==> src/ssng_pkg.sv <==
// Shared types and constants of the stereo soft noise gate.
// Frame structs, register codes and microcode word layout; no dependencies.
package ssng_pkg;

  localparam int SAMPLE_WIDTH       = 24;
  localparam int SAMPLE_FRAC        = SAMPLE_WIDTH - 1;
  localparam int GATE_FRAC_BITS_DEF = 22;
  localparam int RATIO_WIDTH        = 32;
  localparam int CFG_ADDR_WIDTH     = 4;
  localparam int CFG_DATA_WIDTH     = 32;
  localparam int UPC_W              = 5;

  localparam logic [SAMPLE_WIDTH-1:0] ONE_S = {1'b1, {SAMPLE_FRAC{1'b0}}};

  localparam logic [SAMPLE_WIDTH-1:0] THRESHOLD_RST = SAMPLE_WIDTH'(131072);
  localparam logic [SAMPLE_WIDTH-1:0] RECOVERY_RST  = SAMPLE_WIDTH'(32);
  localparam logic [SAMPLE_WIDTH-1:0] BASELINE_RST  = SAMPLE_WIDTH'(0);
  localparam logic [RATIO_WIDTH-1:0]  RATIO_RST     = RATIO_WIDTH'(16);

  typedef enum logic [1:0] {
    REG_THRESHOLD = 2'd0,
    REG_RECOVERY  = 2'd1,
    REG_BASELINE  = 2'd2,
    REG_RATIO     = 2'd3
  } reg_idx_t;

  typedef struct packed {
    logic signed [SAMPLE_WIDTH-1:0] left_sample;
    logic signed [SAMPLE_WIDTH-1:0] right_sample;
  } in_frame_t;

  typedef struct packed {
    logic signed [SAMPLE_WIDTH-1:0] left_out;
    logic signed [SAMPLE_WIDTH-1:0] right_out;
  } out_frame_t;

  typedef enum logic [1:0] {
    ST_IDLE = 2'b01,
    ST_RUN  = 2'b10
  } seq_state_t;

  // multiplier operand A
  typedef enum logic [3:0] {
    OPA_GDIFF = 4'd0,   // gate - baseline
    OPA_GATE  = 4'd1,
    OPA_MAGL  = 4'd2,
    OPA_MAGR  = 4'd3,
    OPA_DL    = 4'd4,
    OPA_DR    = 4'd5,
    OPA_XL    = 4'd6,
    OPA_XR    = 4'd7,
    OPA_SL    = 4'd8,
    OPA_SR    = 4'd9
  } opa_t;

  // multiplier operand B
  typedef enum logic [1:0] {
    OPB_INV   = 2'd0,   // 1 - recovery
    OPB_RATIO = 2'd1,
    OPB_GATE  = 2'd2,
    OPB_CGATE = 2'd3    // 1 - gate
  } opb_t;

  typedef enum logic [3:0] {
    WB_NONE       = 4'd0,
    WB_TRIG       = 4'd1,
    WB_DECAY      = 4'd2,
    WB_ACC_R23    = 4'd3,
    WB_ACC_RREC   = 4'd4,
    WB_GATE_CLAMP = 4'd5,
    WB_GATE_OPEN  = 4'd6,
    WB_SL         = 4'd7,
    WB_SR         = 4'd8,
    WB_ACC_LOAD   = 4'd9,
    WB_ACC_ADD    = 4'd10,
    WB_RES_L_LOAD = 4'd11,
    WB_RES_R      = 4'd12,
    WB_PASS       = 4'd13
  } wb_op_t;

  typedef enum logic [1:0] {
    JMP_NEVER  = 2'd0,
    JMP_ALWAYS = 2'd1,
    JMP_TRIG   = 2'd2,
    JMP_OPEN   = 2'd3   // gate at or above one
  } jmp_t;

  typedef struct packed {
    opa_t             opa;
    opb_t             opb;
    wb_op_t           wb;
    jmp_t             jmp;
    logic [UPC_W-1:0] target;
    logic             done;
  } uword_t;

endpackage

==> src/stereo_soft_noise_gate_core.sv <==
// Stereo soft noise gate: microcoded sequencer around one shared multiplier.
// Depends on ssng_pkg for frame structs, register codes and microcode types.
//
// Usage:
//  - Input channel in_valid/in_stall/in_data carries one stereo frame per
//    transaction; output channel out_valid/out_stall/out_data returns one
//    gated frame per input frame, in order.
//  - Registers are written over the APB port (threshold at 0x0, recovery 0x4,
//    baseline 0x8, recovery_ratio 0xC) while the block is idle.
//  - A frame runs through a microcode program of 6 to 17 steps, one product
//    of the shared multiplier per step: 6 when a step reopens the gate, 10
//    when the gate ends at or above one, 17 when the blend path runs. The
//    result is registered at the edge that ends the last step, and the next
//    frame is taken the cycle after that.
//  - A finished result waits in the output register; a new frame is taken
//    meanwhile, and its program holds on its last step while out_stall keeps
//    the earlier result in place.
//  - Synchronous reset restores the registers to their defaults, the gate to
//    1.1 and both smoothed samples to zero, and empties the output.
module stereo_soft_noise_gate_core
  import ssng_pkg::*;
#(
  parameter int GATE_FRAC_BITS = GATE_FRAC_BITS_DEF
) (
  input  logic                      clk,
  input  logic                      rst,
  input  logic                      in_valid,
  output logic                      in_stall,
  input  in_frame_t                 in_data,
  output logic                      out_valid,
  input  logic                      out_stall,
  output out_frame_t                out_data,
  input  logic                      psel,
  input  logic                      penable,
  input  logic                      pwrite,
  input  logic [CFG_ADDR_WIDTH-1:0] paddr,
  input  logic [CFG_DATA_WIDTH-1:0] pwdata,
  output logic [CFG_DATA_WIDTH-1:0] prdata,
  output logic                      pready
);

  localparam int SW  = SAMPLE_WIDTH;
  localparam int SF  = SAMPLE_FRAC;
  localparam int G   = GATE_FRAC_BITS;
  localparam int GW  = G + 2;
  localparam int AW  = (G + 3 > SW + 1) ? G + 3 : SW + 1;
  localparam int BW  = (G + 2 > RATIO_WIDTH + 1) ? G + 2 : RATIO_WIDTH + 1;
  localparam int PW  = AW + BW;
  localparam int ACW = PW + 1;

  localparam int REC_SH = SF + 16 - G;
  localparam int BSH_L  = (G >= SF) ? G - SF : 0;
  localparam int BSH_R  = (G < SF) ? SF - G : 0;
  localparam int BS_HALF = (BSH_R > 0) ? (1 << (BSH_R - 1)) : 0;

  localparam logic [GW-1:0] ONE_G    = {2'b01, {G{1'b0}}};
  localparam logic [GW-1:0] GATE_MAX = {GW{1'b1}};
  localparam longint unsigned OPEN_L = ((64'd11 << G) + 64'd5) / 64'd10;
  localparam logic [GW-1:0] GATE_OPEN = GW'(OPEN_L);

  localparam logic signed [ACW-1:0] HALF_SF  = ACW'(64'd1 << (SF - 1));
  localparam logic signed [ACW-1:0] HALF_REC = ACW'(64'd1 << (REC_SH - 1));
  localparam logic signed [ACW-1:0] HALF_G   = ACW'(64'd1 << (G - 1));
  localparam logic signed [ACW-1:0] SAT_HI   = ACW'({1'b0, {SF{1'b1}}});
  localparam logic signed [ACW-1:0] SAT_LO   = -ACW'({1'b1, {SF{1'b0}}});
  localparam logic signed [ACW-1:0] GMAX_X   = ACW'({1'b0, GATE_MAX});

  // microcode addresses
  localparam logic [UPC_W-1:0] U_DIFF   = UPC_W'(0);
  localparam logic [UPC_W-1:0] U_DECAY  = UPC_W'(1);
  localparam logic [UPC_W-1:0] U_MGATE  = UPC_W'(2);
  localparam logic [UPC_W-1:0] U_MRECL  = UPC_W'(3);
  localparam logic [UPC_W-1:0] U_MRECR  = UPC_W'(4);
  localparam logic [UPC_W-1:0] U_ADDR   = UPC_W'(5);
  localparam logic [UPC_W-1:0] U_CLAMP  = UPC_W'(6);
  localparam logic [UPC_W-1:0] U_OPEN   = UPC_W'(7);
  localparam logic [UPC_W-1:0] U_CHECK  = UPC_W'(8);
  localparam logic [UPC_W-1:0] U_MDL    = UPC_W'(9);
  localparam logic [UPC_W-1:0] U_MDR    = UPC_W'(10);
  localparam logic [UPC_W-1:0] U_MXL    = UPC_W'(11);
  localparam logic [UPC_W-1:0] U_MSL    = UPC_W'(12);
  localparam logic [UPC_W-1:0] U_MXR    = UPC_W'(13);
  localparam logic [UPC_W-1:0] U_MSR    = UPC_W'(14);
  localparam logic [UPC_W-1:0] U_SUMR   = UPC_W'(15);
  localparam logic [UPC_W-1:0] U_RESR   = UPC_W'(16);
  localparam logic [UPC_W-1:0] U_PASS   = UPC_W'(17);
  localparam logic [UPC_W-1:0] U_DONE   = UPC_W'(18);

  function automatic uword_t ucode(input logic [UPC_W-1:0] addr);
    uword_t w;
    w = '{opa: OPA_GATE, opb: OPB_INV, wb: WB_NONE, jmp: JMP_NEVER,
          target: U_DONE, done: 1'b0};
    unique case (addr)
      U_DIFF:  begin w.opa = OPA_GDIFF; w.wb = WB_TRIG; end
      U_DECAY: begin w.wb = WB_DECAY; w.jmp = JMP_TRIG; w.target = U_OPEN; end
      U_MGATE: begin w.opa = OPA_GATE; w.opb = OPB_INV; end
      U_MRECL: begin w.opa = OPA_MAGL; w.opb = OPB_RATIO; w.wb = WB_ACC_R23; end
      U_MRECR: begin w.opa = OPA_MAGR; w.opb = OPB_RATIO; w.wb = WB_ACC_RREC; end
      U_ADDR:  w.wb = WB_ACC_RREC;
      U_CLAMP: begin
        w.wb = WB_GATE_CLAMP; w.jmp = JMP_ALWAYS; w.target = U_CHECK;
      end
      U_OPEN:  w.wb = WB_GATE_OPEN;
      U_CHECK: begin w.jmp = JMP_OPEN; w.target = U_PASS; end
      U_MDL:   begin w.opa = OPA_DL; w.opb = OPB_GATE; end
      U_MDR:   begin w.opa = OPA_DR; w.opb = OPB_GATE; w.wb = WB_SL; end
      U_MXL:   begin w.opa = OPA_XL; w.opb = OPB_GATE; w.wb = WB_SR; end
      U_MSL:   begin w.opa = OPA_SL; w.opb = OPB_CGATE; w.wb = WB_ACC_LOAD; end
      U_MXR:   begin w.opa = OPA_XR; w.opb = OPB_GATE; w.wb = WB_ACC_ADD; end
      U_MSR:   begin w.opa = OPA_SR; w.opb = OPB_CGATE; w.wb = WB_RES_L_LOAD; end
      U_SUMR:  w.wb = WB_ACC_ADD;
      U_RESR:  begin w.wb = WB_RES_R; w.jmp = JMP_ALWAYS; w.target = U_DONE; end
      U_PASS:  w.wb = WB_PASS;
      U_DONE:  w.done = 1'b1;
      default: w.done = 1'b1;
    endcase
    return w;
  endfunction

  function automatic logic signed [SW-1:0] sat_s(input logic signed [ACW-1:0] v);
    logic signed [ACW-1:0] c;
    c = v;
    if (v > SAT_HI) c = SAT_HI;
    else if (v < SAT_LO) c = SAT_LO;
    return SW'(c);
  endfunction

  // configuration
  logic [SW-1:0]          threshold;
  logic [SW-1:0]          recovery;
  logic [SW-1:0]          baseline;
  logic [RATIO_WIDTH-1:0] recovery_ratio;

  // state and datapath
  seq_state_t              state;
  logic [UPC_W-1:0]        pc;
  logic [GW-1:0]           gate_level;
  logic signed [SW-1:0]    xl, xr, sl, sr, res_l, res_r;
  logic                    trig;
  logic signed [PW-1:0]    prod;
  logic signed [ACW-1:0]   acc;

  uword_t                  uw;
  logic [SW-1:0]           rec, bs, inv;
  logic [SW:0]             bs_rnd;
  logic [GW-1:0]           base_g;
  logic signed [SW:0]      dl, dr;
  logic [SW:0]             mag_dl, mag_dr;
  logic [SW-1:0]           mag_xl, mag_xr;
  logic signed [AW-1:0]    opa;
  logic signed [BW-1:0]    opb;
  logic signed [PW-1:0]    mul_res;
  logic signed [ACW-1:0]   prod_x, r_sf, r_rec, r_g, acc_rg;
  logic                    take_jump;
  logic                    out_free;
  logic                    out_load;

  assign uw = ucode(pc);

  assign rec    = (recovery > ONE_S) ? ONE_S : recovery;
  assign bs     = (baseline > ONE_S) ? ONE_S : baseline;
  assign inv    = ONE_S - rec;
  assign bs_rnd = {1'b0, bs} + (SW + 1)'(BS_HALF);
  assign base_g = (G >= SF) ? (GW'(bs) << BSH_L) : GW'(bs_rnd >> BSH_R);

  assign dl     = (SW + 1)'(xl) - (SW + 1)'(sl);
  assign dr     = (SW + 1)'(xr) - (SW + 1)'(sr);
  assign mag_dl = dl[SW] ? $unsigned(-dl) : $unsigned(dl);
  assign mag_dr = dr[SW] ? $unsigned(-dr) : $unsigned(dr);
  assign mag_xl = xl[SW-1] ? $unsigned(-xl) : $unsigned(xl);
  assign mag_xr = xr[SW-1] ? $unsigned(-xr) : $unsigned(xr);

  always_comb begin
    unique case (uw.opa)
      OPA_GDIFF: opa = AW'($signed({1'b0, gate_level})) - AW'($signed({1'b0, base_g}));
      OPA_GATE:  opa = AW'($signed({1'b0, gate_level}));
      OPA_MAGL:  opa = AW'($signed({1'b0, mag_xl}));
      OPA_MAGR:  opa = AW'($signed({1'b0, mag_xr}));
      OPA_DL:    opa = AW'(dl);
      OPA_DR:    opa = AW'(dr);
      OPA_XL:    opa = AW'(xl);
      OPA_XR:    opa = AW'(xr);
      OPA_SL:    opa = AW'(sl);
      OPA_SR:    opa = AW'(sr);
      default:   opa = '0;
    endcase
  end

  always_comb begin
    unique case (uw.opb)
      OPB_INV:   opb = BW'($signed({1'b0, inv}));
      OPB_RATIO: opb = BW'($signed({1'b0, recovery_ratio}));
      OPB_GATE:  opb = BW'($signed({1'b0, gate_level}));
      OPB_CGATE: opb = BW'($signed({1'b0, ONE_G - gate_level}));
      default:   opb = '0;
    endcase
  end

  assign mul_res = opa * opb;

  // round to nearest, ties up
  assign prod_x = ACW'(prod);
  assign r_sf   = (prod_x + HALF_SF) >>> SF;
  assign r_rec  = (prod_x + HALF_REC) >>> REC_SH;
  assign r_g    = (prod_x + HALF_G) >>> G;
  assign acc_rg = (acc + HALF_G) >>> G;

  always_comb begin
    unique case (uw.jmp)
      JMP_NEVER:  take_jump = 1'b0;
      JMP_ALWAYS: take_jump = 1'b1;
      JMP_TRIG:   take_jump = trig;
      JMP_OPEN:   take_jump = (gate_level >= ONE_G);
      default:    take_jump = 1'b0;
    endcase
  end

  assign out_free = !out_valid || !out_stall;
  assign out_load = (state == ST_RUN) && uw.done && out_free;
  assign in_stall = (state != ST_IDLE);
  assign pready   = 1'b1;

  always_comb begin
    unique case (reg_idx_t'(paddr[CFG_ADDR_WIDTH-1:2]))
      REG_THRESHOLD: prdata = CFG_DATA_WIDTH'(threshold);
      REG_RECOVERY:  prdata = CFG_DATA_WIDTH'(recovery);
      REG_BASELINE:  prdata = CFG_DATA_WIDTH'(baseline);
      REG_RATIO:     prdata = CFG_DATA_WIDTH'(recovery_ratio);
      default:       prdata = '0;
    endcase
  end

  always_ff @(posedge clk) begin
    if (rst) begin
      threshold      <= THRESHOLD_RST;
      recovery       <= RECOVERY_RST;
      baseline       <= BASELINE_RST;
      recovery_ratio <= RATIO_RST;
    end else if (psel && penable && pwrite) begin
      unique case (reg_idx_t'(paddr[CFG_ADDR_WIDTH-1:2]))
        REG_THRESHOLD: threshold      <= SW'(pwdata);
        REG_RECOVERY:  recovery       <= SW'(pwdata);
        REG_BASELINE:  baseline       <= SW'(pwdata);
        REG_RATIO:     recovery_ratio <= RATIO_WIDTH'(pwdata);
        default: ;
      endcase
    end
  end

  always_ff @(posedge clk) begin
    prod <= mul_res;
    if (rst) begin
      state      <= ST_IDLE;
      pc         <= U_DIFF;
      out_valid  <= 1'b0;
      gate_level <= GATE_OPEN;
      sl         <= '0;
      sr         <= '0;
    end else begin
      if (out_valid && !out_stall && !out_load) out_valid <= 1'b0;
      unique case (state)
        ST_IDLE: begin
          if (in_valid) begin
            xl    <= in_data.left_sample;
            xr    <= in_data.right_sample;
            pc    <= U_DIFF;
            state <= ST_RUN;
          end
        end
        ST_RUN: begin
          if (uw.done) begin
            // hold here until the output register is free
            if (out_load) begin
              out_data.left_out  <= res_l;
              out_data.right_out <= res_r;
              out_valid          <= 1'b1;
              state              <= ST_IDLE;
            end
          end else begin
            pc <= take_jump ? uw.target : pc + UPC_W'(1);
          end
          unique case (uw.wb)
            WB_NONE: ;
            WB_TRIG: trig <= (mag_dl > {1'b0, threshold}) || (mag_dr > {1'b0, threshold});
            WB_DECAY: begin
              if (gate_level != '0) gate_level <= GW'(r_sf + ACW'({1'b0, base_g}));
            end
            WB_ACC_R23: acc <= r_sf;
            WB_ACC_RREC: begin
              if (threshold != '0) acc <= acc + r_rec;
            end
            WB_GATE_CLAMP: begin
              if (acc < 0) gate_level <= '0;
              else if (acc > GMAX_X) gate_level <= GATE_MAX;
              else gate_level <= GW'(acc);
            end
            WB_GATE_OPEN:  gate_level <= GATE_OPEN;
            WB_SL:         sl <= sat_s(ACW'(sl) + r_g);
            WB_SR:         sr <= sat_s(ACW'(sr) + r_g);
            WB_ACC_LOAD:   acc <= prod_x;
            WB_ACC_ADD:    acc <= acc + prod_x;
            WB_RES_L_LOAD: begin
              res_l <= sat_s(acc_rg);
              acc   <= prod_x;
            end
            WB_RES_R:      res_r <= sat_s(acc_rg);
            WB_PASS: begin
              sl    <= xl;
              sr    <= xr;
              res_l <= xl;
              res_r <= xr;
            end
            default: ;
          endcase
        end
        default: state <= ST_IDLE;
      endcase
    end
  end

endmodule

==> config.mk <==
export PLATFORM = sky130hd
export DESIGN_NAME = stereo_soft_noise_gate_core
export DESIGN_NICKNAME = d
export VERILOG_FILES = /design/src/ssng_pkg.sv /design/src/stereo_soft_noise_gate_core.sv
export SDC_FILE = /design/constraint.sdc
export NUM_CORES = 2
export LEC_CHECK = 0
export ABC_AREA = 1
export ABC_CLOCK_PERIOD_IN_PS = 13100
export BUFFER_PORTS_ARGS = -buffer_cell sky130_fd_sc_hd__buf_2
export CAP_MARGIN = 5
export CORE_UTILIZATION = 25
export DETAILED_ROUTE_END_ITERATION = 7
export PLACE_DENSITY = 0.4
export SLEW_MARGIN = 15
export SYNTH_ARGS = -nofsm -noshare
export SYNTH_HDL_FRONTEND = slang
export SYNTH_SLANG_ARGS = --single-unit
==> constraint.sdc <==
create_clock -name clk -period 13.1 [get_ports clk]
set_input_delay 1.31 -clock clk [delete_from_list [all_inputs] [get_ports clk]]
set_output_delay 1.31 -clock clk [all_outputs]
set_load 0.01 [all_outputs]
Word level (Yosys, flattened, before mapping)
Cells that the tools add are included.
W data, S select, Z words.
Cells by class
  $add $sub $neg: 20
  $mul: 1
  $lt $le $gt $ge: 13
  equality and inequality tests: 57
  mux-type cells: 43
  bitwise logic cells: 2
  reduce and logical (&&, ||, !) cells: 47
Operators with widths (count)
  $mux W24: 13
  $pmux W25 S10: 1
  $pmux W59 S4: 1
  $pmux W24 S2: 4
  $pmux W33 S4: 1
  $pmux W32 S4: 1
  $add A24 B37 Y38: 2
  $gt A38 B24 Y1 const B: 2
  $lt A38 B24 Y1 const B: 2
  $sub A24 B24 Y25: 3
  $pmux W24 S3: 1
  $add A58 B18 Y59 const B: 1
  $add A58 B23 Y59 const B: 1
  $add A58 B24 Y59 const B: 1
  $add A59 B23 Y59 const B: 1
  $add A59 B42 Y59: 1
  $add A59 B58 Y59: 1
  $gt A59 B25 Y1 const B: 1
  $lt A59 B1 Y1 const B: 1
  $mux W59: 1
  $mul A25 B33 Y58: 1
  $pmux W4 S13: 1
  $gt A25 B24 Y1: 2
  $mux W25: 2
  other kinds (50): 137
Storage, ports and cells
  register bits after elaboration: 446
  input bits: 91
  output and inout bits: 83
  logic and storage cells: 202

Depth between registers and ports, before layout
  depth in word-level cells: 11
  mapped depth: 60
  depth with buffers taken out: 59

Worst setup path after synthesis
No wires, ideal clock.
  kind: reg-to-reg
  start: reg baseline[6]
  end: reg prod[57]
  library setup time: 0.123 ns
  arrival time: 9.476 ns
  data required time: 12.977 ns
  path slack: 3.500 ns
  cell stages (with the launch flop): 53
  path buffers: 2
  period minus slack after synthesis: 9.600 ns
  cells stage by stage: dfxtp_1 -> nor2_1 -> nand2_1 -> nor2_1 -> nand3_1 -> nand2_2 -> nand2_1 -> inv_1 -> ha_1 -> inv_1 -> nor2_1 -> inv_1 -> nor4_1 -> nand3_1 -> nor2_1 -> xor2_1 -> inv_1 -> ha_1 -> [... 17 more ...] -> fa_1 -> inv_1 -> fa_1 -> inv_1 -> ha_1 -> clkbuf_1 -> nand2_1 -> nor2_1 -> inv_1 -> nor4_1 -> o21ai_0 -> nand2_1 -> a21boi_0 -> o21bai_1 -> nand2_1 -> o211ai_1 -> a21oi_1 -> xor2_1
On the way
  cells in the longest elaborated chain, start to end: 6
RTL lines
  start: declaration: line stereo_soft_noise_gate_core.sv:131  | logic [SW-1:0] baseline;
  start signal: assignment: line stereo_soft_noise_gate_core.sv:243  | REG_BASELINE: baseline <= SW'(pwdata);
  $gt A24 B24 Y1: line stereo_soft_noise_gate_core.sv:161  | assign bs = (baseline > ONE_S) ? ONE_S : baseline;
  $mux W24 *: line stereo_soft_noise_gate_core.sv:161
  $add A24 B1 Y25 *: line stereo_soft_noise_gate_core.sv:163  | assign bs_rnd = {1'b0, bs} + (SW + 1)'(BS_HALF);
  $sub A24 B24 Y25 *: line stereo_soft_noise_gate_core.sv:175  | OPA_GDIFF: opa = AW'($signed({1'b0, gate_level})) - AW'($signed({1'b0, base_g}));
  $pmux W25 S10 *: line stereo_soft_noise_gate_core.sv:174  | unique case (uw.opa)
  $mul A25 B33 Y58 *: line stereo_soft_noise_gate_core.sv:199  | assign mul_res = opa * opb;
  via mul_res[57]: line stereo_soft_noise_gate_core.sv:152  | logic signed [PW-1:0] mul_res;
  end signal: assignment: line stereo_soft_noise_gate_core.sv:251  | prod <= mul_res;
  end: declaration: line stereo_soft_noise_gate_core.sv:140  | logic signed [PW-1:0] prod;
Mark *: on every way through the listed nets, which the timed path passes. The rest lies on a longest branch.
A chain may end at the register's enable or synchronous reset.

Worst setup path in the final report
  start: reg pc[1]
  end: reg prod[56]
On the way
  cells in the longest elaborated chain, start to end: 6
  elaborated cells between the ends (all ways): 31
  classes of those cells: mul: 1; eq/ne: 20; mux: 4; reduce/logical: 6
RTL lines
  start: declaration: line stereo_soft_noise_gate_core.sv:136  | logic [UPC_W-1:0] pc;
  start signal: assignment: line stereo_soft_noise_gate_core.sv:280  | pc <= take_jump ? uw.target : pc + UPC_W'(1);
  $eq A5 B4 Y1 (tied with other cells): line stereo_soft_noise_gate_core.sv:93  | unique case (addr)
  $reduce_or A4 Y1 (no line) / $reduce_or A2 Y1 (equally long branches)
  $pmux W2 S3: line stereo_soft_noise_gate_core.sv:93
  $eq A2 B2 Y1 (tied with other cells): line stereo_soft_noise_gate_core.sv:190  | unique case (uw.opb)
  $pmux W33 S4: line stereo_soft_noise_gate_core.sv:190
  $mul A25 B33 Y58 *: line stereo_soft_noise_gate_core.sv:199
  via mul_res[56]: line stereo_soft_noise_gate_core.sv:152
Mark *: on every way through the listed nets, which the timed path passes. The rest lies on a longest branch. The select of a mux whose other input is x is not followed.

==> metrics <==
Hold Vio Cnt, Final 0; Sinks on Clock Net 446; Avg WL per Cell 24.5 um; total grt overflow 0; area of the multi-input gates 48300 um2; synthesized cell area 67000 um2; Synth top area share 0.207; Clock Latency Late Sink 0.75 ns; placed cell area 72100 um2; WL final 318000 um; CP Launch Type flip-flop; Initial DRC Count 5527; Tightest Pin Transition 1.18 ns; Final nets 10.7k; post-route minimum period 12.25 ns; Die Height 520 um; placed wire-length estimate 263000 um; # fillers 29.7k; most frequent cells after synthesis 1808 x nand2_1, 1701 x inv_1, 1066 x nor2_1, 694 x fa_1, 641 x a21oi_1; FF/Latch Area 11000 um2; placer congestion estimate 0.961; WS Path Type flip-flop to flip-flop; total die area 270000 um2; CTS tree built; Critical-path top delay cell nand2_1; root buf cell clkbuf_16; RSZ-0062 raised after global routing no; antenna violations before repair 12; Post-synth EDFFs 204; area delta synth->final 10.4%; # hold bufs at CTS 0; final antenna-violating net count 0; row count 189; setup_tns 0 ns; CP max stage delay 0.87 ns; Util after Layout 0.278; CP Data Required Time 13.76 ns; Placeable Area 266000 um2; crit-path max FO 25; Resized cells post-CTS 0; clk slew on worst S/H paths 0.07 ns; sequential share of the synthesized area 0.164; # setup viols final 0; GRT Util Overall 0.231; critical path's most frequent cell inv_1; fmax 81.7 MHz; area leader, netlist fa_1; drt pass-1 iters 8; io pins 174; Final Skew 0.0637 ns; routed vias 64.1k; Slew HR 0.209; IO Port Bufs 170; fin crit share 0.935; Yosys cell types 79; Longest Clk Path Bufs 3; first-pass GRT wire length 457000 um; synth warn 0; largest net degree at the start of global routing 105; vias in the first global route 65.1k; Yosys reg bits 446; DIE WIDTH 520 um; H-tree levels 2; ys flop type dfxtp_1; post-CTS setup-driven buffer insertion count 0; CTS Buf Count 56; Crit path arrival time 12.91 ns; DRC violations left 0; status finished clean; Layout Cell Area excl Fill 74000 um2; Vias/cell 4.94; Synth area leaders fa_1 21%, nand2_1 10%, inv_1 9.5%, ha_1 9.5%, edfxtp_1 9.1%; top-count cell post-synth nand2_1; Pins Over Slew Limit 0; layout cells sized above 1 0.0651; Hold Crit Class flip-flop to flip-flop; Avg Cell Area, Syn 7.19 um2; Post-Synthesis Cells 9318; Worst Setup End Kind flip-flop; max-cap check violation count 0; share of async-settable or async-resettable flops after synthesis 0; starting density of the core 0.252
-- logic make-up (layout without fill, tap and decap cells) --
group | Yosys count | count (layout) | synth area share
AO/OA/AOI/OAI | 1612 | 1612 | 0.137
multiplexers | 4 | 4 | 0.000597
XOR/XNOR | 386 | 386 | 0.0504
buffers and inverters | 2041 | 2164 | 0.118
AND/OR/NAND/NOR | 3625 | 3625 | 0.228
adder cells (fa/ha/maj) | 1203 | 1203 | 0.302
other | 1 | 5 | 0.0000559
flip-flops | 446 | 446 | 0.164
-- layer usage --
layer / part of all wire / global-route usage / vias to the layer above
li1: - / - / 29800
met1: 0.45 / 0.313 / 31800
met2: 0.46 / 0.381 / 2090
met3: 0.051 / 0.0225 / 415
met4: 0.040 / 0.0814 / 0
met5: 0 / 0 / -
-- path summary, 6_finish.rpt --
kind | from | end | slack, ns | cells past startpoint
min | res_r[15] | out_data[15] | 0.42 | 0
min reg2reg | res_r[15] | out_data[15] | 0.42 | 0
max reg2reg | pc[1] | prod[56] | 0.85 | 44
max | pc[1] | prod[56] | 0.85 | 44
-- registers in the layout, indices dropped and copies added, names as in the netlist, 5 cells and up --
name and cells:
acc 59, prod 58, out_data 48, recovery_ratio 32, baseline 24, gate_level 24, recovery 24, res_l 24
res_r 24, sl 24, sr 24, threshold 24, xl 24, xr 24, pc 5
-- worst max-delay path: cells and delay by family, from the launching register on --
kind                       cells  cell delay (ns)
AOI/OAI and AO/OA             13             3.18
xor gates and xnor gates       1             0.14
adders and majority gates      9             4.19
buffers and inverters          9             0.98
DFF                            1             0.41
and+or+nand+nor               12             3.22
-- stage by stage --
stage | setup slack, ns | cells | hold WS (ns)
global placement | 0.970 | 12900 | 0.406
CTS | 0.965 | 13000 | 0.416
finish | 0.854 | 13000 | 0.417
detailed placement | 0.946 | 12900 | 0.405
global route | 0.0823 | 13000 | 0.426
floorplan | 3.50 | 9319 | 0.400
-- area by class of cell --
cell class,instances,area share
clock inverter,32,0.00489
clock buffer,74,0.0207
multi-input combinational,6832,0.652
antenna,3,0.000101
timing repair buffer,301,0.0251
tap,3533,0.0597
inverter,1757,0.0893
sequential,446,0.148
-- cells in the final DEF (no fill, tap or decap), types with 34 or more instances in the layout --
cell	count
a21oi_1	637
a22oi_1	34
a31oi_1	62
buf_2	170
buf_4	129
clkbuf_16	57
dfxtp_1	242
edfxtp_1	204
fa_1	694
ha_1	509
inv_1	1698
nand2_1	1808
nand2_2	50
nand3_1	296
nand3b_1	42
nand4_1	79
nor2_1	1052
nor3_1	129
nor4_1	51
o211ai_1	45
o21a_1	34
o21ai_0	537
o22ai_1	39
xnor2_1	86
xor2_1	300
Power is left out: the tool's default activity adds up to more than one toggle a clock period on the data nets, which glitch-free logic cannot reach.
